<file path="src/rtl/core/rpc_pkg.sv">
// rpc_pkg: shared types, constants and helpers of the rectangular/polar converter
`default_nettype none

package rpc_pkg;

    localparam int ITERATIONS  = 16;
    localparam int COORD_WIDTH = 16;
    localparam int TABLE_LEN   = 24;
    localparam int STAGES      = (ITERATIONS < TABLE_LEN) ? ITERATIONS : TABLE_LEN;
    localparam int ITER_W      = $clog2(TABLE_LEN);
    localparam int GUARD       = 12;

    localparam int DW = 32;
    localparam int ZW = 28;

    localparam logic signed [30:0]   K_Q30        = 31'sd652032874;
    localparam logic signed [ZW-1:0] PI_Z         = 28'sd52707179;
    localparam logic signed [ZW-1:0] HALF_PI_Z    = 28'sd26353589;
    localparam logic signed [16:0]   PI_Q13       = 17'sd25736;
    localparam logic signed [16:0]   TWO_PI_Q13   = 17'sd51472;

    localparam longint COORD_MAX = (64'sd1 <<< (COORD_WIDTH - 1)) - 64'sd1;
    localparam longint COORD_MIN = -COORD_MAX - 64'sd1;

    localparam logic signed [ZW-1:0] ATAN_TAB [0:TABLE_LEN-1] = '{
        28'sd13176795, 28'sd7778716, 28'sd4110060, 28'sd2086331,
        28'sd1047214,  28'sd524117,  28'sd262123,  28'sd131069,
        28'sd65536,    28'sd32768,   28'sd16384,   28'sd8192,
        28'sd4096,     28'sd2048,    28'sd1024,    28'sd512,
        28'sd256,      28'sd128,     28'sd64,      28'sd32,
        28'sd16,       28'sd8,       28'sd4,       28'sd2
    };

    typedef logic [ITER_W-1:0] t_iter;

    typedef struct packed {
        logic                 action;
        logic                 zero;
        logic signed [16:0]   first;
        logic signed [15:0]   second;
        logic signed [DW-1:0] x;
        logic signed [DW-1:0] y;
        logic signed [ZW-1:0] z;
    } t_item;

    function automatic logic [15:0] sat_coord(input logic signed [DW-1:0] v);
        logic [15:0] res;
        if (longint'(v) > COORD_MAX) begin
            res = 16'(COORD_MAX);
        end else if (longint'(v) < COORD_MIN) begin
            res = 16'(COORD_MIN);
        end else begin
            res = 16'(v);
        end
        return res;
    endfunction

endpackage

`default_nettype wire

</file>
<file path="src/rtl/core/rpc_stage.sv">
// rpc_stage: one registered cordic micro-rotation, vectoring or rotation by item action
`default_nettype none

module rpc_stage (
    input  logic           i_clk,
    input  logic           i_rst_n,
    input  logic           i_en,
    input  logic           i_valid,
    input  rpc_pkg::t_item i_item,
    input  rpc_pkg::t_iter i_iter,
    output logic           o_valid,
    output rpc_pkg::t_item o_item
);

    logic                          r_valid;
    rpc_pkg::t_item                r_item;
    rpc_pkg::t_item                n_item;
    logic                          ccw;
    logic signed [rpc_pkg::DW-1:0] x_sh;
    logic signed [rpc_pkg::DW-1:0] y_sh;
    logic signed [rpc_pkg::ZW-1:0] atan_val;

    always_comb begin
        ccw      = i_item.action ? !i_item.z[rpc_pkg::ZW-1] : i_item.y[rpc_pkg::DW-1];
        x_sh     = i_item.x >>> i_iter;
        y_sh     = i_item.y >>> i_iter;
        atan_val = rpc_pkg::ATAN_TAB[i_iter];
        n_item   = i_item;
        if (ccw) begin
            n_item.x = i_item.x - y_sh;
            n_item.y = i_item.y + x_sh;
            n_item.z = i_item.z - atan_val;
        end else begin
            n_item.x = i_item.x + y_sh;
            n_item.y = i_item.y - x_sh;
            n_item.z = i_item.z + atan_val;
        end
    end

    always_ff @(posedge i_clk) begin
        if (!i_rst_n) begin
            r_valid <= 1'b0;
        end else if (i_en) begin
            r_valid <= i_valid;
        end
    end

    always_ff @(posedge i_clk) begin
        if (i_en) begin
            r_item <= n_item;
        end
    end

    assign o_valid = r_valid;
    assign o_item  = r_item;

endmodule

`default_nettype wire

</file>
<file path="config.mk">
export PLATFORM = sky130hd
export DESIGN_NAME = rpc_stage
export DESIGN_NICKNAME = d
export VERILOG_FILES = /design/src/rtl/core/rpc_pkg.sv /design/src/rtl/core/rpc_stage.sv
export SDC_FILE = /design/constraint.sdc
export NUM_CORES = 1
export LEC_CHECK = 0
export BUFFER_PORTS_ARGS = -buffer_cell sky130_fd_sc_hd__buf_2
export CAP_MARGIN = 20
export CORE_MARGIN = 3
export CORE_UTILIZATION = 61
export CTS_BUF_LIST = sky130_fd_sc_hd__clkbuf_16
export CTS_CLUSTER_SIZE = 16
export DETAILED_ROUTE_END_ITERATION = 6
export GPL_TIMING_DRIVEN = 0
export PLACE_DENSITY_LB_ADDON = 0.05
export SLEW_MARGIN = 20
export SYNTH_ARGS = -nofsm -noshare
export SYNTH_HDL_FRONTEND = slang
export SYNTH_SLANG_ARGS = --single-unit
export TNS_END_PERCENT = 5
</file>
<file path="constraint.sdc">
create_clock -name i_clk -period 11.45 [get_ports i_clk]
set_input_delay 1.145 -clock i_clk [delete_from_list [all_inputs] [get_ports i_clk]]
set_output_delay 1.145 -clock i_clk [all_outputs]
set_load 0.01 [all_outputs]
</file>
Word-level counts from Yosys, hierarchy flattened

Memories as Yosys holds them, arrays and structs flattened.
Index checks and enable logic that the tools add are counted.

Bits in registers: 128
Memory bits (read-only): 896
Input bits: 136
Output and inout bits: 128
Logic and storage cells: 24
Memories: 1

Memory list:

| memory           | words | bits a word | rd ports | clocked after Yosys merged registers in | wr ports | line            | RTL |
|---|---|---|---|---|---|---|---|
| (name not given) | 32    | 28          | 1        | 0                                       | 0        | rpc_stage.sv:27 | `atan_val = rpc_pkg::ATAN_TAB[i_iter];` |

$add $sub $neg: 6
Order comparisons: 1
Shift operators: 2
Multiplexer cells: 4
Bitwise gates (word level): 1
Reduce and logical (&&, ||, !) cells: 1

Operator list:

| cell                                                      | number |
|---|---|
| two-way mux 92 bit                                        | 1 |
| adder 32 bit                                              | 2 |
| >>> shifter 32 x 5 -> 32 bit                              | 2 |
| subtractor 32 bit                                         | 2 |
| two-way mux 28 bit                                        | 2 |
| adder 28 bit                                              | 1 |
| subtractor 28 bit                                         | 1 |
| greater-or-equal comparator 6 bit (second input constant) | 1 |
| NOT 5 -> 6 bit                                            | 1 |
| zero test 1 bit                                           | 1 |
| two-way mux 1 bit                                         | 1 |

Longest topological paths before layout

Word-level depth: 6
Mapped depth: 28
Depth with buffers taken out: 23

Least setup slack after synthesis

Ideal clock, no wire load.

Path kind: input-to-reg
Start: in i_iter[0]
End: reg r_item, in the netlist o_item[91] (data pin)
Setup time: 268 ps
Arrival time: 6620 ps
Required time: 11182 ps
Path slack: 4563 ps
Stages: 24
Buffers on the path: 2
Cell sequence: buf_6 -> buf_12 -> mux4_2 -> mux2_4 -> a222oi_1 -> o211a_2 -> ha_1 -> inv_1 -> a311oi_1 -> nand4_2 -> or3_1 -> nand2_1 -> xnor2_1 -> ha_1 -> and3_1 -> and3_1 -> o21a_1 -> o21ai_0 -> o21ai_1 -> a211oi_1 -> o21ai_0 -> or4_1 -> a31oi_1 -> xnor3_1

RTL lines:

| item                 | line            | RTL |
|---|---|---|
| start, declared      | rpc_stage.sv:10 | `input rpc_pkg::t_iter i_iter,` |
| end signal, assigned | rpc_stage.sv:50 | `r_item <= n_item;` |
| end, declared        | rpc_stage.sv:16 | `rpc_pkg::t_item r_item;` |

==> out/results.tsv <==
metric	value	unit
status	finished, violations left	
failing checks	design-rule violations	
#FFs+latches synth	128	
CTS sink count	128	
I/O Pins	264	
DR top layer	met5	
Detail Route Antenna Nets	0	
smallest hold slack	0.521	ns
worst setup path class	primary input to register	
leakage	7.20	nW
full die area	26400	µm²
first-pass GRT wire length	90.3	mm
Max Fclk	0.118	GHz
final instance area	17300	µm²
vias post-DR	15586	
dpl hpwl	46.5	mm
Critical Path AT	8.66	ns
Detailed Routing Iterations Pass 1	7	
DRC Markers	373	
Synth area leader	edfxtp_1	
initial antenna violation count	1	
Peak supply drop	0.124	mV
final-report max-slew violation count	0	
final non-filler cell total	2177	
post-CTS setup buffer count	0	
CTS Buf Count	17	
Critical Path RT	11.63	ns
FILL cells	1681	
Mapped Cells	1565	
GP Congestion	1.14	
wire length on met3	9.11	mm
Syn Nets	1811	
Final Skew	0	ns
worst-skew pair later-pin latency	0.43	ns
RSZ-0062 raised after global routing	false	
Max clock buf depth	2	
Place WS	2.86	ns
Routed met1 length	21.4	mm
Pwr Density	152	nW/µm²
crit path capture type	register	
pin count of the biggest net entering global routing	83	
slew margin rel.	0.192	
Distinct cells, synth	108	
layout cell share with drive strength beyond 1	0.253	
EDFF count, synth	127	
Post-DP Area	16600	µm²
Iteration-0 DRC Markers	2327	
Initial Util	0.628	
CP max FO	10	
Worst Max-Slew Pin Slew	1.21	ns
Critical Path Source Type	primary input	
CP max stage delay	0.64	ns
wire per inst	28.0	µm
Crit-path slowest cell	buf_1	
Post-CTS Hold Buffers	0	
vias per inst	7.16	
Synth Flop Type	edfxtp_1	
syn_area_per_cell	9.53	µm²
period utilisation layout	0.740	
Routed met2 length	26.0	mm
Syn-to-layout area delta	15.9	%
CP cell instances	buf_2, buf_2, buf_1, clkbuf_1, mux4_2, a22oi_1, o211a_1, ha_1, inv_1, a311oi_1, nand4_2, o31ai_1, xnor2_1, ha_1, and3_1, and3_1, o21a_1, o21ai_0, o21ai_1, a211oi_1, o21ai_0, or4_1, a31oi_1, xnor3_1	
Max Cap Viol	0	
synth cell count leaders	135 x nand2_1, 127 x a21oi_1, 127 x edfxtp_1	
Hold WC Path Type	register to register	
core area	23800	µm²
post-cts gate resize count	0	
Die H	162	µm
ys async rst share	0	
number of global-route vias before repair	15163	
Die Width	162	µm
final hold violations	0	
clock-pin slew on the worst setup and hold paths	0.07	ns
H-tree levels	4	
clock period minus final worst setup slack	8.48	ns
Seq/Total Area, Yosys	0.257	
Root Driver	clkbuf_16	
PortBufs	259	
GRT Resource Usage Total	0.453	
cell with the most instances after synthesis	nand2_1	
Setup Viol. Count Final	0	
Synth Warn #	0	
GR Overflow Total	0	
Area contributors post-synth	edfxtp_1 26%, mux4_2 10%, ha_1 9.0%	
sum of negative setup slack	0	ns
Synth Cell Area	14900	µm²
number of cell rows	56	
top cell type's share of synthesized area	0.256	
nets	2090	
Detailed Route WL	61.1	mm
post-route worst setup slack	2.97	ns
Cells after DPL	2144	
TritonCTS clock tree	built	
cells by family after synthesis:
family          Yosys count  synth area share
buf+inv                 130            0.0402
mux                     143             0.157
flops                   128             0.257
simple gates            434             0.150
xor+xnor                161            0.0955
compound gates          459             0.207
fa+ha+maj               110            0.0938
worst paths after layout:
path | from | end | slack, ns | depth (start not counted)
setup / recovery | i_iter[1] | o_item[91]$_DFFE_PP_ | 2.97 | 24
hold / removal | o_valid$_SDFFE_PN0P_ | o_valid$_SDFFE_PN0P_ | 0.52 | 2
setup reg to reg | o_valid$_SDFFE_PN0P_ | o_valid$_SDFFE_PN0P_ | 10.86 | 2
hold reg to reg | o_valid$_SDFFE_PN0P_ | o_valid$_SDFFE_PN0P_ | 0.52 | 2
report_power, final:
group	switching (W)	internal [W]	total (W)
Sequential	0.0000284	0.000676	0.000704
Combinational	0.000787	0.000510	0.00130
Clock	0.000262	0.000370	0.000631
Total	0.00108	0.00156	0.00263
flip-flops by register name, indices dropped and copies added (netlist names):
signal / cells
o_valid: 1
o_item: 127
stage by stage:
step / total power, W / utilization
floorplan: 0.00154 / -
global placement: 0.00189 / 0.699
detailed placement: 0.00195 / 0.700
CTS: 0.00258 / 0.727
global route: 0.00274 / 0.728
finish: 0.00263 / 0.728
cells in the final DEF (no fill, tap or decap), types with 25 or more instances in the layout:
master    count
o21ai_0      94
a21o_1       33
mux4_2       68
edfxtp_1    127
nor2b_1      28
xor2_1       49
nand3_1      31
mux2i_1      46
ha_1        107
inv_1        47
nor2_1      109
nor3_1       25
a21oi_1     127
xnor2_1     111
clkbuf_1     40
nand2_1     135
buf_2       275
routing by layer:
metal | vias up | global-route usage
met1 | 7239 | 0.561
li1 | 6537 | -
met5 | - | 0.0208
met2 | 1433 | 0.689
met4 | 2 | 0.242
met3 | 375 | 0.166
worst max-delay path, delay by kind of cell:
kind,cells,cell delay [ns]
AO/OA/AOI/OAI,10,2.86
XOR/XNOR,2,0.63
adder cells (fa/ha/maj),2,0.60
buffers and inverters,5,1.79
multiplexers,1,0.42
AND/OR/NAND/NOR,4,1.16
layout make-up:
cell class,instances,area [µm²],share of cell area
multi-input cells,1307,10500,0.607
flip-flops and latches,128,3830,0.222
repair buffers,260,1330,0.0769
clock buffers,17,425,0.0246
plain buffers,82,419,0.0242
well taps,319,399,0.0231
clock inverters,15,209,0.0121
inverters,48,180,0.0104
diodes,1,2.50,0.000145
Power figures use the tool's default switching activity.
