File: src/rtl/core/rpc_pkg.sv
// rpc_pkg: shared types, constants and helpers of the rectangular/polar converter
`default_nettype none

package rpc_pkg;

    localparam int ITERATIONS  = 16;
    localparam int COORD_WIDTH = 16;
    localparam int TABLE_LEN   = 24;
    localparam int STAGES      = (ITERATIONS < TABLE_LEN) ? ITERATIONS : TABLE_LEN;
    localparam int ITER_W      = $clog2(TABLE_LEN);
    localparam int GUARD       = 12;

    localparam int DW = 32;
    localparam int ZW = 28;

    localparam logic signed [30:0]   K_Q30        = 31'sd652032874;
    localparam logic signed [ZW-1:0] PI_Z         = 28'sd52707179;
    localparam logic signed [ZW-1:0] HALF_PI_Z    = 28'sd26353589;
    localparam logic signed [16:0]   PI_Q13       = 17'sd25736;
    localparam logic signed [16:0]   TWO_PI_Q13   = 17'sd51472;

    localparam longint COORD_MAX = (64'sd1 <<< (COORD_WIDTH - 1)) - 64'sd1;
    localparam longint COORD_MIN = -COORD_MAX - 64'sd1;

    localparam logic signed [ZW-1:0] ATAN_TAB [0:TABLE_LEN-1] = '{
        28'sd13176795, 28'sd7778716, 28'sd4110060, 28'sd2086331,
        28'sd1047214,  28'sd524117,  28'sd262123,  28'sd131069,
        28'sd65536,    28'sd32768,   28'sd16384,   28'sd8192,
        28'sd4096,     28'sd2048,    28'sd1024,    28'sd512,
        28'sd256,      28'sd128,     28'sd64,      28'sd32,
        28'sd16,       28'sd8,       28'sd4,       28'sd2
    };

    typedef logic [ITER_W-1:0] t_iter;

    typedef struct packed {
        logic                 action;
        logic                 zero;
        logic signed [16:0]   first;
        logic signed [15:0]   second;
        logic signed [DW-1:0] x;
        logic signed [DW-1:0] y;
        logic signed [ZW-1:0] z;
    } t_item;

    function automatic logic [15:0] sat_coord(input logic signed [DW-1:0] v);
        logic [15:0] res;
        if (longint'(v) > COORD_MAX) begin
            res = 16'(COORD_MAX);
        end else if (longint'(v) < COORD_MIN) begin
            res = 16'(COORD_MIN);
        end else begin
            res = 16'(v);
        end
        return res;
    endfunction

endpackage

`default_nettype wire

File: src/rtl/core/rpc_pre.sv
// rpc_pre: operand preparation, angle reduction and gain pre-scaling ahead of the cordic stages
`default_nettype none

module rpc_pre (
    input  logic                  i_clk,
    input  logic                  i_rst_n,
    input  logic                  i_en,
    input  logic                  i_valid,
    input  logic                  i_action,
    input  logic signed [16:0]    i_first_operand,
    input  logic signed [15:0]    i_second_operand,
    output logic                  o_valid,
    output rpc_pkg::t_item        o_item
);

    logic                         r_p1_valid;
    rpc_pkg::t_item               r_p1;
    logic signed [17:0]           r_p1_r;
    logic                         r_p2_valid;
    rpc_pkg::t_item               r_p2;
    logic signed [47:0]           r_p2_prod;
    logic                         r_p3_valid;
    rpc_pkg::t_item               r_p3;

    rpc_pkg::t_item               n_p1;
    logic signed [17:0]           n_p1_r;
    rpc_pkg::t_item               n_p3;
    logic signed [rpc_pkg::DW-1:0] x0;
    logic signed [rpc_pkg::DW-1:0] y0;
    logic signed [16:0]           a_ext;
    logic signed [16:0]           a_red;
    logic signed [rpc_pkg::ZW-1:0] z_a;
    logic signed [rpc_pkg::DW-1:0] x_round;

    always_comb begin
        x0     = rpc_pkg::DW'(i_first_operand) <<< rpc_pkg::GUARD;
        y0     = rpc_pkg::DW'(i_second_operand) <<< rpc_pkg::GUARD;
        a_ext  = 17'(i_second_operand);
        n_p1_r = 18'(i_first_operand);

        n_p1        = '0;
        n_p1.action = i_action;
        n_p1.zero   = (i_first_operand == 17'sd0) && (i_second_operand == 16'sd0);
        n_p1.first  = i_first_operand;
        n_p1.second = i_second_operand;

        if (a_ext > rpc_pkg::PI_Q13) begin
            a_red = a_ext - rpc_pkg::TWO_PI_Q13;
        end else if (a_ext < -rpc_pkg::PI_Q13) begin
            a_red = a_ext + rpc_pkg::TWO_PI_Q13;
        end else begin
            a_red = a_ext;
        end
        z_a = rpc_pkg::ZW'(a_red) <<< 11;

        if (i_action) begin
            if (z_a > rpc_pkg::HALF_PI_Z) begin
                n_p1_r = -18'(i_first_operand);
                n_p1.z = z_a - rpc_pkg::PI_Z;
            end else if (z_a < -rpc_pkg::HALF_PI_Z) begin
                n_p1_r = -18'(i_first_operand);
                n_p1.z = z_a + rpc_pkg::PI_Z;
            end else begin
                n_p1.z = z_a;
            end
        end else if (i_first_operand < 17'sd0) begin
            n_p1.x = -x0;
            n_p1.y = -y0;
            n_p1.z = (i_second_operand >= 16'sd0) ? rpc_pkg::PI_Z : -rpc_pkg::PI_Z;
        end else begin
            n_p1.x = x0;
            n_p1.y = y0;
        end

        x_round = rpc_pkg::DW'((r_p2_prod + (48'sd1 <<< 17)) >>> 18);

        n_p3 = r_p2;
        if (r_p2.action) begin
            n_p3.x = x_round;
        end
    end

    always_ff @(posedge i_clk) begin
        if (!i_rst_n) begin
            r_p1_valid <= 1'b0;
            r_p2_valid <= 1'b0;
            r_p3_valid <= 1'b0;
        end else if (i_en) begin
            r_p1_valid <= i_valid;
            r_p2_valid <= r_p1_valid;
            r_p3_valid <= r_p2_valid;
        end
    end

    always_ff @(posedge i_clk) begin
        if (i_en) begin
            r_p1      <= n_p1;
            r_p1_r    <= n_p1_r;
            r_p2      <= r_p1;
            r_p2_prod <= 48'(r_p1_r) * 48'(rpc_pkg::K_Q30);
            r_p3      <= n_p3;
        end
    end

    assign o_valid = r_p3_valid;
    assign o_item  = r_p3;

endmodule

`default_nettype wire

File: config.mk
export PLATFORM = sky130hd
export DESIGN_NAME = rpc_pre
export DESIGN_NICKNAME = d
export VERILOG_FILES = /design/src/rtl/core/rpc_pkg.sv /design/src/rtl/core/rpc_pre.sv
export SDC_FILE = /design/constraint.sdc
export NUM_CORES = 1
export LEC_CHECK = 0
export BUFFER_PORTS_ARGS = -buffer_cell sky130_fd_sc_hd__buf_2
export CAP_MARGIN = 20
export CORE_AREA = 2 2 229 174
export CTS_BUF_LIST = sky130_fd_sc_hd__clkbuf_4
export CTS_CLUSTER_SIZE = 14
export DETAILED_ROUTE_END_ITERATION = 8
export DIE_AREA = 0 0 231 176
export GPL_TIMING_DRIVEN = 0
export PLACE_DENSITY = 0.8
export SLEW_MARGIN = 40
export SYNTH_ARGS = -nofsm -noshare
export SYNTH_HDL_FRONTEND = slang
export SYNTH_SLANG_ARGS = --single-unit
File: constraint.sdc
create_clock -name i_clk -period 19.7 [get_ports i_clk]
set_input_delay 2.955 -clock i_clk [delete_from_list [all_inputs] [get_ports i_clk]]
set_output_delay 2.955 -clock i_clk [all_outputs]
set_load 0.02 [all_outputs]
* Word level (Yosys, flattened, before mapping) *
Index checks and enable logic that the tools add are counted.

word-level totals
  bits in registers = 449
  output and inout port bits = 128
  word-level logic and storage cells = 60

operators by class
  add/subtract/negate cells = 8
  multipliers = 1
  order comparisons = 6
  muxes and demuxes = 12
  bitwise gates (word level) = 1
  reductions and logical operators = 4

operators with widths
  kind                                                                               count
  28-bit two-way mux                                                                 5
  64-bit two-way mux                                                                 1
  18-bit two-way mux                                                                 3
  48-bit by 19-bit adder with 48-bit output, second input constant                   1
  18-bit by 30-bit multiplier with 47-bit output, second input constant              1
  17-bit two-way mux                                                                 2
  32-bit two-way mux                                                                 1
  28-bit negation with 32-bit output                                                 1
  29-bit negation with 32-bit output                                                 1
  28-bit by 27-bit adder with 28-bit output, second input constant                   1
  28-bit by 26-bit greater-than comparator with 1-bit output, second input constant  1
  28-bit by 26-bit less-than comparator with 1-bit output, second input constant     1
  28-bit by 27-bit subtractor with 28-bit output, second input constant              1
  17-bit negation with 18-bit output                                                 1
  16-bit by 17-bit adder with 17-bit output, second input constant                   1
  17-bit zero test                                                                   1
  17-bit by 1-bit less-than comparator with 1-bit output, second input constant      1
  16-bit by 17-bit subtractor with 17-bit output, second input constant              1
  16-bit by 1-bit >= comparator with 1-bit output, second input constant             1
  16-bit greater-than comparator, second input constant                              1
  16-bit zero test                                                                   1
  16-bit less-than comparator, second input constant                                 1
  2-bit OR reduction                                                                 1
  1-bit logical AND                                                                  1
  1-bit inverter                                                                     1

* Depth between registers and ports, before layout *
  word-level depth = 7
  depth in mapped cells = 23
  mapped depth without buffers = 23

* Worst setup path before layout *
Ideal clock, no wire load.

  path kind = input -> register
  start point = input i_second_operand[4]
  end point = register r_p1_r[1], data pin
  setup time = 0.260 ns
  arrival time = 6.471 ns
  path slack = 12.969 ns
  stages = 16
  buffers on the path = 1
  cells stage by stage = buf_2 inv_1 ha_1 a21boi_0 o211ai_2 a31oi_1 xnor2_1 ha_1 o211ai_1 a2111oi_0 o311ai_1 a211o_1 a31o_4 a21o_2 nand2_2 mux2_2

on the way
  cells in the longest elaborated chain, start to end = 7
  elaborated cells between the ends (all ways) = 11
  those cells by class = add/sub: 2; order compare: 4; mux: 5

ends and longest elaborated chain
  what                                                                                             RTL line                      RTL
  from (decl)                                                                                      rpc_pre.sv:11                 input logic signed [15:0] i_second_operand,
  16-bit by 17-bit adder with 17-bit output / 16-bit less-than comparator (equally long branches)  rpc_pre.sv:50, rpc_pre.sv:49
  17-bit two-way mux                                                                               rpc_pre.sv:49                 end else if (a_ext < -rpc_pkg::PI_Q13) begin
  17-bit two-way mux (*)                                                                           rpc_pre.sv:47                 if (a_ext > rpc_pkg::PI_Q13) begin
  28-bit by 26-bit less-than comparator with 1-bit output                                          rpc_pre.sv:60                 end else if (z_a < -rpc_pkg::HALF_PI_Z) begin
  18-bit two-way mux                                                                               rpc_pre.sv:60
  18-bit two-way mux (*)                                                                           rpc_pre.sv:57                 if (z_a > rpc_pkg::HALF_PI_Z) begin
  18-bit two-way mux (*)                                                                           rpc_pre.sv:56                 if (i_action) begin
  named net n_p1_r[1]                                                                              rpc_pre.sv:26                 logic signed [17:0] n_p1_r;
  to (signal assigned)                                                                             rpc_pre.sv:98                 r_p1_r <= n_p1_r;
  to (decl)                                                                                        rpc_pre.sv:18                 logic signed [17:0] r_p1_r;

Mark *: on every way through the listed nets, which the timed path passes. The rest lies on a longest branch.
A chain may end at the register's enable or synchronous reset.

* Worst setup path after layout *
  start point = register r_p1_r[4]
  end point = register r_p2_prod[41], data pin

on the way
  cells in the longest elaborated chain, start to end = 1

ends and longest elaborated chain
  what                                            RTL line        RTL
  18-bit by 30-bit multiplier with 47-bit output  rpc_pre.sv:100  r_p2_prod <= 48'(r_p1_r) * 48'(rpc_pkg::K_Q30);
  to (signal assigned)                            rpc_pre.sv:100
  to (decl)                                       rpc_pre.sv:21   logic signed [47:0] r_p2_prod;

Every way passes these cells.

==> results by group <==
STA
  – Unrepaired setup endpoints after global routing: no
  – Clock Skew: a little over 0.07 ns
  – Slew Viols, Final: 0
  – Setup Viol. Count Final: 0
  – Least-Margin Pin Slew: approximately 0.73 ns
  – Clock period minus worst slack: around 7.5 ns
  – Achievable frequency: 133 MHz
  – Hold Slack: 0.386 ns
  – Slew HR: between 50% and 60%
  – Final Hold Fails: 0
  – Crit share post-route: approximately two fifths
  – TNS Setup: 0 ns

Routing
  – Vias: approximately 14k
  – Drt initial violations: approximately 1.6k
  – Post-DR vias/cell: 5.46
  – Routed wire length: ~54,000 um
  – DRC viols: 0
  – Final ANT Viol Nets: 0
  – DR pass1 iterations: 6
  – WL per Instance: ~20 um

Floorplan
  – IO Pins: roughly 170
  – Initial Utilization: around 60%
  – Total core area: between 30,000 and 40,000 um2
  – Die Wd: between 200 and 250 um
  – Core Rows: between 60 and 70
  – Die Area: 40,700 um2
  – Die height: ~180 um

Yosys
  – Dominant cell type by area after synthesis: edfxtp_1
  – Avg Inst Size Synth: about 13 um2
  – Area share of xor/xnor cells in the synthesized design: 4.19%
  – Mux cell area share after synthesis: less than 1%
  – Post-Syn Area: 22,800 um2
  – Cell variety after synth: 86
  – Synth Register Bits: approximately 350
  – Adder-Cell Fraction of Synth Area: ~29%
  – Post-Synthesis Cells: between 1.5k and 2k
  – Async SR Flop Fraction: 0%
  – Primary FF master, synth: edfxtp_1
  – Post-synthesis simple-gate area fraction: about 7.6%
  – Top cell type's share of synthesized area: 45.4%
  – Seq/Total Area, Yosys: 45.7%
  – EDFF count, synth: 345
  – Main combinational cell family by area after synthesis: adder cells
  – Compound-Gate Fraction of Synth Area: around 6.5%
  – Top cells by area, synth: edfxtp_1, fa_1, ha_1
  – YS warnings: 0

Run status
  – Outcome: finished, final reports clean

Hold path
  – Min-Delay Path Class: flip-flop to flip-flop

Layout
  – Filler cells: roughly 2.9k
  – Share of layout cells above drive strength 1: about 17%
  – Layout overhead on the synthesized area: 12.0%
  – Finished Layout Cells: about 2.6k
  – Multi-input gate area in the final layout: ~11,000 um2
  – Register Area: roughly 10,000 um2
  – Nets: ~2.5k
  – Post-route cell area: ~26,000 um2

Placed design
  – Placed instance area: between 20,000 and 25,000 um2
  – HPWL Detailed: between 40,000 and 50,000 um
  – GPL Wtd Cong: between 1 and 1.5
  – Port bufs: between 150 and 200
  – Placed insts: 2,491

Setup path
  – Crit path DAT: between 8 and 9 ns
  – CP max stage delay: approximately 0.67 ns
  – Nature of the critical path endpoint: flip-flop
  – WS Path Type: flip-flop to flip-flop
  – CP cell instances: ha_1 -> inv_1 -> fa_1 -> inv_1 -> ha_1 -> fa_1 -> inv_1 -> fa_1 -> fa_1 -> inv_1 -> ha_1 -> a21o_1 -> a21o_1 -> a221oi_2 -> o2111ai_1 -> a221o_1 -> o311a_1 -> o21a_1 -> o21a_1 -> o41ai_1 -> xnor2_1
  – Crit start category: flip-flop
  – Critical path's slowest cell: edfxtp_1
  – Required time worst endpoint: between 20 and 25 ns
  – Critical Path Fanout Max: 7

CTS
  – Sink Count: 348
  – Post_cts resized: 0
  – H-tree depth: 3
  – CTS tree: built
  – Worst skew pair latency: ~0.83 ns
  – Number of CTS-inserted buffers: 86
  – Post-CTS Setup Bufs: 0
  – Clock buffer depth: 3
  – Root Buffer: clkbuf_4
  – Clock slew at reported path FFs: approximately 0.070 ns
  – # hold bufs at CTS: 0

Global routing
  – GRT overflow: 0
  – First-pass GRT wire length: 83,200 um
  – GRT Util Overall: between 20 and 30%
  – Largest net degree at the start of global routing: between 80 and 90
  – Initial antenna violation count: 6
  – Vias in the first global route: 14.5k

Flow run
  – # Max-Cap Violations: 0
-- cell usage after synthesis (all sizes together) (5+ instances only) --
cell type / n
a211oi: 5
a21boi: 6
a21o: 17
a21oi: 54
a31oi: 8
a32oi: 6
and2: 24
and3: 15
and4: 7
buf: 37
clkbuf: 24
edfxtp: 345
fa: 205
ha: 195
inv: 324
mux2i: 6
nand2: 78
nand2b: 6
nand3: 32
nand4: 12
nor2: 110
nor2b: 5
nor3: 13
o211ai: 8
o21a: 11
o21ai: 43
o311ai: 6
o31ai: 7
o41ai: 6
or2: 10
or3: 19
xnor2: 70
xor2: 39
-- worst paths after layout --
path	slack, ns	start	endpoint	cells after the start
setup reg to reg	12.17	r_p1_r[4]	r_p2_prod[41]	21
hold / removal	0.39	n_p3[58]	o_item[58]	0
hold reg to reg	0.39	n_p3[58]	o_item[58]	0
setup / recovery	12.17	r_p1_r[4]	r_p2_prod[41]	21
-- state kept, by name (all words and copies together), names as in the netlist --
name and cells:
r_p2_prod 31, r_p1 95, r_p2_valid 1, o_valid 1, o_item 107, r_p1_r 17, r_p2 20, r_p1_valid 1
n_p3 75
-- final cells by class --
| type | count | area share [%] |
|---|---|---|
| timing repair buffer | 158 | 3.49 |
| antenna | 4 | 0.0392 |
| multi-input combinational | 1088 | 42.5 |
| tap | 512 | 2.51 |
| clock inverter | 33 | 0.931 |
| clock buffer | 119 | 3.50 |
| sequential | 348 | 40.8 |
| buffer | 61 | 1.48 |
| inverter | 325 | 4.78 |
-- logic make-up after synthesis --
| kind of cell | after synthesis |
|---|---|
| and+or+nand+nor | 344 |
| DFF | 348 |
| buffers and inverters | 386 |
| adders and majority gates | 400 |
| other | 1 |
| xor gates and xnor gates | 109 |
| AOI/OAI and AO/OA | 212 |
| muxes | 8 |
-- stage by stage --
stage | worst slack [ns] | utilization, %
2_1_floorplan | 12.97 | -
3_3_place_gp | 10.92 | 63.6
3_5_place_dp | 12.07 | 63.9
4_1_cts | 12.28 | 66.9
5_1_grt | 11.86 | 66.9
6_report | 12.17 | 66.9
-- worst max-delay path: cells and delay by family (launching register included) --
kind | cells | cell delay [ns]
AO/OA/AOI/OAI | 9 | 3.04
flip-flops | 1 | 0.67
adder cells (fa/ha/maj) | 7 | 3.09
buffers and inverters | 4 | 0.28
XOR/XNOR | 1 | 0.16
-- metal layers --
metal  vias to the layer above  track usage [%]  part of all wire, %
met5                         -                0                0.041
met4                         4             6.05                  1.4
met3                        68             9.00                   11
met2                       671             37.9                   42
met1                      7043             43.1                   46
li1                       6685                -                    -
-- placed cells by master (no fill, tap or decap), types with 5 or more instances in the layout --
cell type  instances
o21a_1            11
nor3_1            12
mux2i_1            6
clkinv_2           6
buf_2            160
a21boi_0           6
o21ai_1            6
and2_1            24
nand2b_1           6
a21oi_1           53
or2_2             10
xnor2_1           70
xor2_1            39
clkbuf_4         119
nand4_1           12
and3_1            15
or3_4              7
o31ai_1            7
o41ai_1            6
a31oi_1            7
nand3_1           31
and4_1             7
edfxtp_1         345
ha_1             195
nor2b_1            5
buf_4             22
fa_1             205
a32oi_1            5
conb_1            15
inv_1            324
a211oi_1           5
o211ai_1           7
nand2_1           76
nor2_1           110
o21ai_0           37
or3_1             11
clkinv_1          19
clkbuf_1          22
buf_6              6
a21o_1            16
Power is left out: the tool's default activity adds up to more than one toggle a clock period on the data nets, which glitch-free logic cannot reach.
