==> src/rtl/core/rpc_pkg.sv <==
// rpc_pkg: shared types, constants and helpers of the rectangular/polar converter
`default_nettype none

package rpc_pkg;

    localparam int ITERATIONS  = 16;
    localparam int COORD_WIDTH = 16;
    localparam int TABLE_LEN   = 24;
    localparam int STAGES      = (ITERATIONS < TABLE_LEN) ? ITERATIONS : TABLE_LEN;
    localparam int ITER_W      = $clog2(TABLE_LEN);
    localparam int GUARD       = 12;

    localparam int DW = 32;
    localparam int ZW = 28;

    localparam logic signed [30:0]   K_Q30        = 31'sd652032874;
    localparam logic signed [ZW-1:0] PI_Z         = 28'sd52707179;
    localparam logic signed [ZW-1:0] HALF_PI_Z    = 28'sd26353589;
    localparam logic signed [16:0]   PI_Q13       = 17'sd25736;
    localparam logic signed [16:0]   TWO_PI_Q13   = 17'sd51472;

    localparam longint COORD_MAX = (64'sd1 <<< (COORD_WIDTH - 1)) - 64'sd1;
    localparam longint COORD_MIN = -COORD_MAX - 64'sd1;

    localparam logic signed [ZW-1:0] ATAN_TAB [0:TABLE_LEN-1] = '{
        28'sd13176795, 28'sd7778716, 28'sd4110060, 28'sd2086331,
        28'sd1047214,  28'sd524117,  28'sd262123,  28'sd131069,
        28'sd65536,    28'sd32768,   28'sd16384,   28'sd8192,
        28'sd4096,     28'sd2048,    28'sd1024,    28'sd512,
        28'sd256,      28'sd128,     28'sd64,      28'sd32,
        28'sd16,       28'sd8,       28'sd4,       28'sd2
    };

    typedef logic [ITER_W-1:0] t_iter;

    typedef struct packed {
        logic                 action;
        logic                 zero;
        logic signed [16:0]   first;
        logic signed [15:0]   second;
        logic signed [DW-1:0] x;
        logic signed [DW-1:0] y;
        logic signed [ZW-1:0] z;
    } t_item;

    function automatic logic [15:0] sat_coord(input logic signed [DW-1:0] v);
        logic [15:0] res;
        if (longint'(v) > COORD_MAX) begin
            res = 16'(COORD_MAX);
        end else if (longint'(v) < COORD_MIN) begin
            res = 16'(COORD_MIN);
        end else begin
            res = 16'(v);
        end
        return res;
    endfunction

endpackage

`default_nettype wire

==> src/rtl/core/rpc_post.sv <==
// rpc_post: gain correction, rounding and saturation of cordic results
`default_nettype none

module rpc_post (
    input  logic               i_clk,
    input  logic               i_rst_n,
    input  logic               i_en,
    input  logic               i_valid,
    input  rpc_pkg::t_item     i_item,
    output logic               o_valid,
    output logic signed [15:0] o_x_out,
    output logic signed [15:0] o_y_out,
    output logic signed [16:0] o_magnitude,
    output logic signed [15:0] o_angle
);

    logic                          r_q1_valid;
    logic                          r_q1_action;
    logic                          r_q1_zero;
    logic signed [63:0]            r_q1_prod;
    logic [15:0]                   r_q1_x;
    logic [15:0]                   r_q1_y;
    logic signed [16:0]            r_q1_mag;
    logic signed [15:0]            r_q1_ang;
    logic                          r_q2_valid;
    logic signed [15:0]            r_q2_x;
    logic signed [15:0]            r_q2_y;
    logic signed [16:0]            r_q2_mag;
    logic signed [15:0]            r_q2_ang;

    logic [15:0]                   n_q1_x;
    logic [15:0]                   n_q1_y;
    logic signed [15:0]            n_q1_ang;
    logic signed [16:0]            n_q2_mag;
    logic signed [rpc_pkg::DW-1:0] x_rnd;
    logic signed [rpc_pkg::DW-1:0] y_rnd;
    logic signed [rpc_pkg::ZW-1:0] z_rnd;
    logic signed [63:0]            m_rnd;

    always_comb begin
        x_rnd = (i_item.x + 32'sd2048) >>> rpc_pkg::GUARD;
        y_rnd = (i_item.y + 32'sd2048) >>> rpc_pkg::GUARD;
        z_rnd = (i_item.z + 28'sd1024) >>> 11;
        if (i_item.action) begin
            n_q1_x   = rpc_pkg::sat_coord(x_rnd);
            n_q1_y   = rpc_pkg::sat_coord(y_rnd);
            n_q1_ang = i_item.second;
        end else begin
            n_q1_x = rpc_pkg::sat_coord(rpc_pkg::DW'(i_item.first));
            n_q1_y = rpc_pkg::sat_coord(rpc_pkg::DW'(i_item.second));
            if (i_item.zero) begin
                n_q1_ang = 16'sd0;
            end else if (z_rnd > 28'sd32767) begin
                n_q1_ang = 16'sd32767;
            end else if (z_rnd < -28'sd32768) begin
                n_q1_ang = -16'sd32768;
            end else begin
                n_q1_ang = 16'(z_rnd);
            end
        end

        m_rnd = (r_q1_prod + (64'sd1 <<< 41)) >>> 42;
        if (r_q1_action) begin
            n_q2_mag = r_q1_mag;
        end else if (r_q1_zero || (m_rnd < 64'sd0)) begin
            n_q2_mag = 17'sd0;
        end else if (m_rnd > 64'sd65535) begin
            n_q2_mag = 17'sd65535;
        end else begin
            n_q2_mag = 17'(m_rnd);
        end
    end

    always_ff @(posedge i_clk) begin
        if (!i_rst_n) begin
            r_q1_valid <= 1'b0;
            r_q2_valid <= 1'b0;
        end else if (i_en) begin
            r_q1_valid <= i_valid;
            r_q2_valid <= r_q1_valid;
        end
    end

    always_ff @(posedge i_clk) begin
        if (i_en) begin
            r_q1_action <= i_item.action;
            r_q1_zero   <= i_item.zero;
            r_q1_prod   <= 64'(i_item.x) * 64'(rpc_pkg::K_Q30);
            r_q1_x      <= n_q1_x;
            r_q1_y      <= n_q1_y;
            r_q1_mag    <= i_item.first;
            r_q1_ang    <= n_q1_ang;
            r_q2_x      <= r_q1_x;
            r_q2_y      <= r_q1_y;
            r_q2_mag    <= n_q2_mag;
            r_q2_ang    <= r_q1_ang;
        end
    end

    assign o_valid     = r_q2_valid;
    assign o_x_out     = r_q2_x;
    assign o_y_out     = r_q2_y;
    assign o_magnitude = r_q2_mag;
    assign o_angle     = r_q2_ang;

endmodule

`default_nettype wire

==> config.mk <==
export PLATFORM = sky130hd
export DESIGN_NAME = rpc_post
export DESIGN_NICKNAME = d
export VERILOG_FILES = /design/src/rtl/core/rpc_pkg.sv /design/src/rtl/core/rpc_post.sv
export SDC_FILE = /design/constraint.sdc
export NUM_CORES = 1
export LEC_CHECK = 0
export CAP_MARGIN = 20
export CORE_ASPECT_RATIO = 2
export CORE_MARGIN = 2
export CORE_UTILIZATION = 35
export DETAILED_ROUTE_END_ITERATION = 7
export DONT_BUFFER_PORTS = 1
export GPL_TIMING_DRIVEN = 0
export HOLD_SLACK_MARGIN = 0.12
export SYNTH_ARGS = -nofsm -noshare
export SYNTH_HDL_FRONTEND = slang
export SYNTH_SLANG_ARGS = --single-unit
==> constraint.sdc <==
create_clock -name i_clk -period 13.3 [get_ports i_clk]
set_input_delay 1.33 -clock i_clk [delete_from_list [all_inputs] [get_ports i_clk]]
set_output_delay 1.33 -clock i_clk [all_outputs]
set_load 0.005 [all_outputs]
### Word-level counts from Yosys, hierarchy flattened

Index checks and enable logic that the tools add are counted.
Widths: inputs -> output; s select.

* register bits: 197
* bits in latches: 0
* bits in writable memories: 0
* bits in read-only memories: 0
* input port bits: 131
* output and inout port bits: 66
* word-level logic and storage cells: 48
* memories: 0

* add/subtract/negate cells: 4
* multipliers: 1
* div/mod/pow operators: 0
* magnitude comparators: 12
* equal/unequal tests: 0
* shifts and indexed selects: 0
* muxes and demuxes: 17
* bitwise logic cells: 0
* reductions and logical operators: 1

Operators by type and width (number)
* $mux 16: 14
* $add 32x13->32 const B: 2
* $add 64x43->64 const B: 1
* $mul 32x30->62 const B: 1
* $mux 17: 3
* $gt 20x16->1 const B: 2
* $lt 20x16->1 const B: 2
* $gt 17x16->1 const B: 2
* $lt 17x16->1 const B: 2
* $add 28x12->28 const B: 1
* $gt 22x17->1 const B: 1
* $lt 22x1->1 const B: 1
* $gt 16x16->1 const B: 1
* $lt 16x16->1 const B: 1
* $logic_or 1x1->1: 1

### Longest topological paths before layout

Gate-level depths: netlist of the first run.

* depth in word-level cells: 6
* gate-level depth with buffers: 28

### Least setup slack after synthesis of the first run

OpenSTA, ideal clock, no wires.

* path type: input-to-reg
* start point: input port i_item[71] (netlist name)
* end point: register r_q1_prod[55] (data pin)
* arrival: 7.405 ns
* setup slack: 5.636 ns
* stages: 24
* buffers on the path: 1
* path through: ha_1 -> clkbuf_1 -> xnor2_1 -> inv_1 -> ha_1 -> a21oi_1 -> fa_1 -> inv_1 -> fa_1 -> fa_1 -> fa_1 -> fa_1 -> inv_1 -> fa_1 -> inv_1 -> ha_1 -> nand4_1 -> or4_1 -> nand3_1 -> nor3_1 -> o211a_1 -> o21ai_1 -> a21oi_1 -> xnor2_1

* word-level cells in the longest chain between the ends: 1

Ends and longest elaborated chain
* start, declared: line rpc_post.sv:9 `input rpc_pkg::t_item i_item,`
* $mul 32x30->62: line rpc_post.sv:88 `r_q1_prod <= 64'(i_item.x) * 64'(rpc_pkg::K_Q30);`
* end signal, assigned: line rpc_post.sv:88
* end, declared: line rpc_post.sv:20 `logic signed [63:0] r_q1_prod;`

No other way between the ends.
A chain may end at the register's enable or synchronous reset.

### Final worst setup path of the first run

* start point: input port i_item[74] (netlist name)
* end point: register r_q1_prod[60] (data pin)

The elaborated chain is that of the path after synthesis.

==> metrics.txt, run 1 <==
fin crit period=9260 ps; cts hold-fix bufs=0; worst hold-check path type=reg2reg; wire length of the first global-routing pass=134000 um; CORE AREA=73600 um^2; Largest stage delay, worst path=850 ps; synthesized area=26000 um^2; Synth Flop Type=edfxtp_1; Slew @ Worst Pin=986 ps; nets=3473; Yosys cell types=76; synth-to-layout area growth=6.79%; synthesized instance count=2528; Bufs on Longest Clock Path=2; GRT Resource Usage Total=0.249; io pins=197; Net Count, Synth=3454; Worst Path Buf+Inv=3; CTS tree=built; syn avg cell area=10.3 um^2; via count=18100; Final Skew=8.81 ps; Post-Route Setup TNS=0 ps; most frequent cells in the layout=inv_1, fa_1, ha_1; Post-synth EDFFs=154; Yosys warnings=0; clock sink count=156; status=finished, final reports clean; worst-path maximum fanout=9; row cnt=141; DRC=0; number of global-route vias before repair=20400; Most common cell on crit path=fa_1; TritonCTS Buffers=17; final setup violating endpoints=0; final WL=91600 um; f_max=0.108 GHz; final hold viol count=0; Seq/Total Area, Yosys=0.180; H-tree depth=4; initial DRC count=754; Worst-path clk slew=70 ps; Data arrival, critical path=9450 ps; design area=27700 um^2; clock tree root driver cell=clkbuf_16; DR pass1 iterations=6; Placed Instance Area=27100 um^2; Final Max Tran Viols=0; Worst setup SP type=input port; vias per std cell=5.17; IO Port Bufs=0; chip height=389 um; ANT nets after route=0; unrepaired setup endpoints after global routing=no; Initial Util=0.353; commonest non-fill, non-tap cell in the layout=inv_1; CP max stage cell=fa_1; DR WL/cell=26.3 um; Async S/R FF share, synth=0; Die Wd=197 um; initial antenna violation count=0; crit-path leading delay family=adder cells; GPL Wtd Cong=1.04; clk_lat worst skew=430 ps; critical path endpoint category=flop; critical path class=in2reg; DP HPWL=79300 um; Critical Path, Cell by Cell=ha_1 > xor2_1 > ha_1 > a21oi_1 > fa_1 > inv_1 > fa_1 > fa_1 > fa_1 > fa_1 > inv_1 > fa_1 > inv_1 > ha_1 > nand4_1 > nor2_1 > a31oi_1 > nand3_1 > nor3_1 > o211ai_1 > nand2_1 > o211ai_1 > xor2_1; PostCTS Resize Cnt=0; synthesis-stage register bit count=156; die area=76500 um^2; fin crit share=0.696; Slew Limit Headroom=0.342; CP required=13490 ps; share of layout cells above drive strength 1=0.0242; largest net degree at the start of global routing=157; post-CTS setup buffer count=0; grt total ovfl=0; maxcap violations=0
==> per-stage QoR <==
| stage | hold WS (ps) | utilization | setup WS [ps] | instances |
|---|---|---|---|---|
| global route | 411 | 0.377 | 3890 | 3489 |
| finish | 411 | 0.377 | 4040 | 3490 |
| global placement | 401 | 0.369 | 3950 | 3457 |
| floorplan | 400 | - | 5640 | 2528 |
| CTS | 410 | 0.377 | 4360 | 3489 |
| detailed placement | 405 | 0.369 | 3930 | 3457 |
==> flip-flops by register name, summed over array words and instances (netlist names) <==
register	flops
o_angle	16
o_magnitude	17
r_q1_zero	1
o_valid	1
o_y_out	16
r_q1_ang	16
r_q1_y	16
o_x_out	16
r_q1_valid	1
r_q1_x	16
r_q1_mag	17
r_q1_prod	22
r_q1_action	1
==> Yosys cell counts (4+ instances only) <==
cell | count | area [um^2]
inv_1 | 662 | 2480
fa_1 | 419 | 8390
ha_1 | 376 | 4700
edfxtp_1 | 154 | 4620
nand2_1 | 137 | 514
xor2_1 | 105 | 920
a21oi_1 | 90 | 450
o21ai_0 | 75 | 375
xnor2_1 | 75 | 657
nor2_1 | 57 | 214
a21o_1 | 55 | 413
nand3_1 | 40 | 200
clkbuf_1 | 27 | 101
nand4_1 | 25 | 156
o211ai_1 | 20 | 150
a22o_1 | 17 | 149
and3_1 | 17 | 106
nor3_1 | 16 | 80.1
o22a_1 | 16 | 140
nor2b_1 | 15 | 93.8
and2_1 | 12 | 75.1
a31oi_1 | 11 | 68.8
and4_1 | 6 | 52.6
o21ai_1 | 6 | 30.0
o21bai_1 | 6 | 45.0
or2_2 | 6 | 37.5
buf_2 | 5 | 25.0
nand2b_1 | 5 | 31.3
a22oi_1 | 4 | 30.0
o21a_1 | 4 | 30.0
==> layer usage <==
metal	global-route usage	vias to the layer above	part of all wire
met1	0.209	9086	0.28
met4	0.236	0	0.12
met5	0	-	0
met3	0.0419	298	0.043
met2	0.481	541	0.56
li1	-	8134	-
==> cell families after synthesis <==
kind of cell               count (synthesis)  share of synthesized area
buffers and inverters                    698                      0.101
DFF                                      156                      0.180
AOI/OAI and AO/OA                        346                     0.0883
adders and majority gates                795                      0.504
xor gates and xnor gates                 180                     0.0607
and+or+nand+nor                          351                     0.0647
muxes                                      2                   0.000771
==> cell type report <==
class / count / area (um^2)
well taps: 929 / 1160
diodes: 1 / 2.50
clock buffers: 17 / 425
clock inverters: 15 / 171
plain buffers: 35 / 141
inverters: 663 / 2490
flip-flops and latches: 156 / 4660
fillers: 7232 / 45900
multi-input cells: 1674 / 18700
==> worst paths after layout <==
check	startpoint	to	slack [ps]	cells past startpoint
setup / recovery	i_item[74]	r_q1_prod[60]	4040	23
hold / removal	r_q1_ang[12]	o_angle[12]	410	0
setup reg to reg	r_q1_prod[43]	o_magnitude[7]	10470	10
hold reg to reg	r_q1_ang[12]	o_angle[12]	410	0
Power of run 1 is not shown: default switching activity piles up to over one toggle a cycle in this logic, so the estimate is an artifact.
==> run 2: changes to the inputs <==
==> constraint.sdc (replaced) <==
create_clock -name i_clk -period 7.9 [get_ports i_clk]
set_input_delay 0.79 -clock i_clk [delete_from_list [all_inputs] [get_ports i_clk]]
set_output_delay 0.79 -clock i_clk [all_outputs]
set_load 0.005 [all_outputs]
==> metrics.txt, run 2 (same netlist as run 1, synthesis figures left out) <==
status=finished, final reports clean; worst-path maximum fanout=9 (unchanged); clock sink count=156 (unchanged); number of global-route vias before repair=20400 (+0.29%); fin cells=3497 (+0.20%); critical path endpoint category=flop; R2R Path Start=r_q1_prod[43]; final setup violating endpoints=0 (unchanged); grt total ovfl=0 (unchanged); crit-path leading delay family=adder cells; chip height=389 um (unchanged); Worst-path clk slew=70 ps (about the same); FF/Latch Area=4660 um^2 (unchanged); H-tree depth=4 (unchanged); DRC=0 (unchanged); footprint of the multi-input gates=18900 um^2 (+1.2%); DR WL/cell=26.1 um (-0.52%); worst reg2reg setup slack=5080 ps (-5390 ps); Final Max Tran Viols=0 (unchanged); IO Port Bufs=0 (unchanged); Placed Instance Area=27100 um^2 (unchanged); critical path class=in2reg; row cnt=141 (unchanged); Filler cells=7204 (-0.39%); final WL=91300 um (-0.32%); Initial Util=0.353 (unchanged); io pins=197 (unchanged); DP HPWL=79300 um (unchanged); via count=18100 (-0.050%); nets=3480 (+0.20%); CP max stage cell=fa_1; wire length of the first global-routing pass=134000 um (about the same); CP required=8070 ps (-5420 ps); fin crit share=0.976; Worst setup SP type=input port; Largest stage delay, worst path=600 ps (-250 ps); commonest non-fill, non-tap cell in the layout=inv_1; GRT Resource Usage Total=0.249 (about the same); fin crit period=7710 ps; hold path endpoint=o_angle[12]; worst r2r path cells=10 (unchanged); maxcap violations=0 (unchanged); die area=76500 um^2 (unchanged); hold_sp=r_q1_ang[12]; clock tree root driver cell=clkbuf_16; worst hold-check path type=reg2reg; Most common cell on crit path=fa_1; ANT nets after route=0 (unchanged); Data arrival, critical path=7880 ps (-1570 ps); Slew Limit Headroom=0.341 (-0.00121); clk_lat worst skew=430 ps (about the same); synth-to-layout area growth=7.97%; CTS tree=built; share of layout cells above drive strength 1=0.0464 (+0.0221); largest net degree at the start of global routing=157 (unchanged); most frequent cells in the layout=inv_1, fa_1, ha_1; CORE AREA=73600 um^2 (unchanged); cts hold-fix bufs=0 (unchanged); Critical Path, Cell by Cell=ha_2 > xor2_2 > ha_1 > inv_1 > fa_1 > inv_1 > fa_1 > fa_1 > fa_1 > fa_1 > clkinvlp_4 > fa_1 > inv_1 > ha_1 > nand4_1 > or4_1 > nand3_1 > nor3_4 > o211ai_1 > buf_4 > a31oi_1 > xnor2_1; Hold Path Depth=0 (unchanged); Bufs on Longest Clock Path=2 (unchanged); Worst Path Buf+Inv=5 (+2); dpl cells=3457 (unchanged); Top reg by flops=r_q1_prod; design area=28000 um^2 (+1.1%); Die Wd=197 um (unchanged); R2R Path End=o_magnitude[7]; final hold viol count=0 (unchanged); initial antenna violation count=1 (+1); f_max=0.130 GHz; Final Skew=8.40 ps (-0.412 ps); initial DRC count=759 (+0.66%); DR pass1 iterations=5 (-1); vias per std cell=5.16 (-0.25%); TritonCTS Buffers=17 (unchanged); Slew @ Worst Pin=986 ps (-0.0849 ps); GPL Wtd Cong=1.04 (unchanged); max FFs per register=22 (unchanged)
## run 2: cell count changes in the layout (fill, tap and decap cells not counted), moves of 7 or more
| cell | delta |
|---|---|
| xor2_1 | -13 |
| inv_1 | -7 |
| ha_1 | -11 |
| buf_4 | +11 |
| xor2_2 | +11 |
| ha_2 | +10 |
## run 2: layout make-up
cell class | instances | share of cell area
diodes | 1 | 0.0000893
flip-flops and latches | 156 | 0.166
clock inverters | 15 | 0.00612
plain buffers | 33 | 0.00509
inverters | 663 | 0.0895
repair buffers | 9 | 0.00241
multi-input cells | 1674 | 0.674
clock buffers | 17 | 0.0152
well taps | 929 | 0.0415
## run 2: worst register-to-register path: stages, from the launching register on
cell      delay [ps]
edfxtp_1         390
and3_1           200
and3_1           240
nand2_1          150
nor3_1           210
xnor2_1          170
o31ai_1           90
a21oi_1          480
buf_2            310
nand2_1          110
a22o_1           220
## run 2: how the worst max path moves through the flow
stage | slack [ps] | depth (start not counted) | start | endpoint
2_1_floorplan | 780 | 24 | i_item[71] | r_q1_prod[55]
4_1_cts | 10 | 22 | i_item[85] | r_q1_prod[60]
6_report | 190 | 22 | i_item[77] | r_q1_prod[53]
3_5_place_dp | -930 | 24 | i_item[75] | r_q1_prod[60]
5_1_grt | -0.5 | 23 | i_item[81] | r_q1_prod[60]
3_3_place_gp | -910 | 24 | i_item[75] | r_q1_prod[60]
## run 2: timing repair
action / 4_1_cts / 5_1_grt
buffers inserted: 0 / 9
pin swaps: 0 / 7
setup endpoints to repair: 11 / 16
resized for setup: 17 / 42
## run 2: through the flow
stage	setup TNS, ps	hold WS (ps)	setup WS (ps)	utilization
finish	0	414	191	0.381
global route	-0.473	411	-0.473	0.381
global placement	-10870	401	-906	0.369
detailed placement	-11030	405	-934	0.369
CTS	0	410	12.4	0.378
floorplan	0	400	776	-
## run 2: metal layers
layer	up-vias	GRT usage	wire, um
li1	8136	-	-
met1	9038	0.209	25800
met2	552	0.484	50800
met3	324	0.0418	3520
met4	0	0.232	11200
met5	-	0	0
Power of run 2 is left out for the same reason.
==> run 3: changes to the inputs <==
--- a/config.mk
+++ b/config.mk
@@ -11,7 +11,6 @@
 export CORE_UTILIZATION = 35
 export DETAILED_ROUTE_END_ITERATION = 7
 export DONT_BUFFER_PORTS = 1
-export GPL_TIMING_DRIVEN = 0
 export HOLD_SLACK_MARGIN = 0.12
 export SYNTH_ARGS = -nofsm -noshare
 export SYNTH_HDL_FRONTEND = slang
==> metrics.txt, run 3 (same netlist as run 1, synthesis figures left out) <==
status=finished, final reports clean; worst reg2reg setup slack=5140 ps (+60 ps); die area=76500 um^2 (unchanged); CP required=8090 ps (+20 ps); Post-Route Setup TNS=0 ps (unchanged); largest net degree at the start of global routing=157 (unchanged); CORE AREA=73600 um^2 (unchanged); Largest stage delay, worst path=900 ps (+300 ps); DR pass1 iterations=5 (unchanged); crit-path leading delay family=adder cells; fin crit period=7510 ps (-202 ps); Most common cell on crit path=fa_1; clock sink count=156 (unchanged); synth-to-layout area growth=10.4%; critical path class=in2reg; Worst-path clk slew=70 ps (about the same); share of layout cells above drive strength 1=0.0733 (+0.0269); clock tree root driver cell=clkbuf_16; R2R Path Start=r_q1_prod[43]; Worst Path Buf+Inv=4 (-1); initial DRC count=744 (-2.0%); max FFs per register=22 (unchanged); CP max stage cell=fa_1; DRC=0 (unchanged); post-CTS setup buffer count=0 (unchanged); Worst setup SP type=input port; commonest non-fill, non-tap cell in the layout=inv_1; IO Port Bufs=0 (unchanged); Slew Limit Headroom=0.266 (-0.0747); DR WL/cell=24.6 um (-6.0%); wire length of the first global-routing pass=130000 um (-3.0%); hold_sp=r_q1_x[8]; Bufs on Longest Clock Path=2 (unchanged); clk_lat worst skew=440 ps (about the same); DP HPWL=77300 um (-2.5%); io pins=197 (unchanged); Filler cells=7153 (-0.71%); GPL Wtd Cong=1.02 (-2.1%); f_max=0.133 GHz (+2.7%); Slew @ Worst Pin=1090 ps (+104 ps); chip height=389 um (unchanged); worst hold-check path type=reg2reg; TritonCTS Buffers=17 (unchanged); CTS tree=built; number of global-route vias before repair=20800 (+1.8%); worst-path maximum fanout=9 (unchanged); H-tree depth=4 (unchanged); grt total ovfl=0 (unchanged); final setup violating endpoints=0 (unchanged); nets=3575 (+2.7%); R2R Path End=o_magnitude[10]; Final Skew=14.1 ps (+5.70 ps); maxcap violations=0 (unchanged); worst r2r path cells=10 (unchanged); Top reg by flops=r_q1_prod; Data arrival, critical path=7700 ps (-180 ps); cts hold-fix bufs=0 (unchanged); hold path endpoint=o_x_out[8]; ANT nets after route=0 (unchanged); Hold Path Depth=0 (unchanged); most frequent cells in the layout=inv_1, fa_1, ha_1; Critical Path, Cell by Cell=ha_1 > buf_4 > xor2_1 > ha_1 > a21oi_1 > fa_1 > inv_1 > fa_1 > fa_1 > fa_1 > fa_1 > inv_1 > fa_1 > inv_1 > ha_1 > and2_0 > nand3_1 > nor3_1 > a221oi_1 > o21ai_1 > a211o_1 > a21oi_1 > xnor2_1; unrepaired setup endpoints after global routing=no; final hold viol count=0 (unchanged); Die Wd=197 um (unchanged); via count=18400 (+1.9%); Initial Util=0.353 (unchanged); initial antenna violation count=0 (-1); row cnt=141 (unchanged); final WL=88200 um (-3.4%); Final Max Tran Viols=0 (unchanged); GRT Resource Usage Total=0.239 (-0.00998); vias per std cell=5.12 (-0.75%); fin crit share=0.950 (-0.0255); critical path endpoint category=flop
## run 3: routing by layer
layer,GRT usage,wire [um]
met4,0.228,10700
met2,0.470,49500
met1,0.199,25300
met5,0,0
met3,0.0318,2750
## run 3: cell type report
cell class	count	area, um^2	share of cell area
diodes	1	2.50	0.0000873
well taps	929	1160	0.0406
inverters	663	2490	0.0868
flip-flops and latches	156	4660	0.163
clock buffers	17	425	0.0148
clock inverters	15	170	0.00594
multi-input cells	1674	18700	0.651
repair buffers	137	1080	0.0376
## run 3: worst max-delay path by stage
stage               slack [ps]  depth (start not counted)        from             to
floorplan                  780                         24  i_item[71]  r_q1_prod[55]
global placement             9                         28  i_item[63]  r_q1_prod[62]
detailed placement          10                         28  i_item[63]  r_q1_prod[62]
CTS                        460                         28  i_item[63]  r_q1_prod[62]
global route                90                         23  i_item[75]  r_q1_prod[49]
finish                     390                         23  i_item[75]  r_q1_prod[49]
## run 3: metrics by stage
| step | instances | util | area (um^2) | setup slack [ps] | hold WS [ps] |
|---|---|---|---|---|---|
| after floorplan | 2528 | - | 26000 | 776 | 400 |
| after global placement | 3556 | 0.381 | 28000 | 8.84 | 401 |
| after detailed placement | 3557 | 0.381 | 28000 | 12.1 | 405 |
| after CTS | 3589 | 0.389 | 28600 | 459 | 417 |
| after global routing | 3591 | 0.389 | 28700 | 90.4 | 423 |
| final | 3592 | 0.390 | 28700 | 393 | 416 |
## run 3: repair_timing
item,4_1_cts,5_1_grt
endpoints found under the setup margin,0,2
resized for setup,0,1
hold endpoints to repair,0,0
Power of run 3 is left out for the same reason.
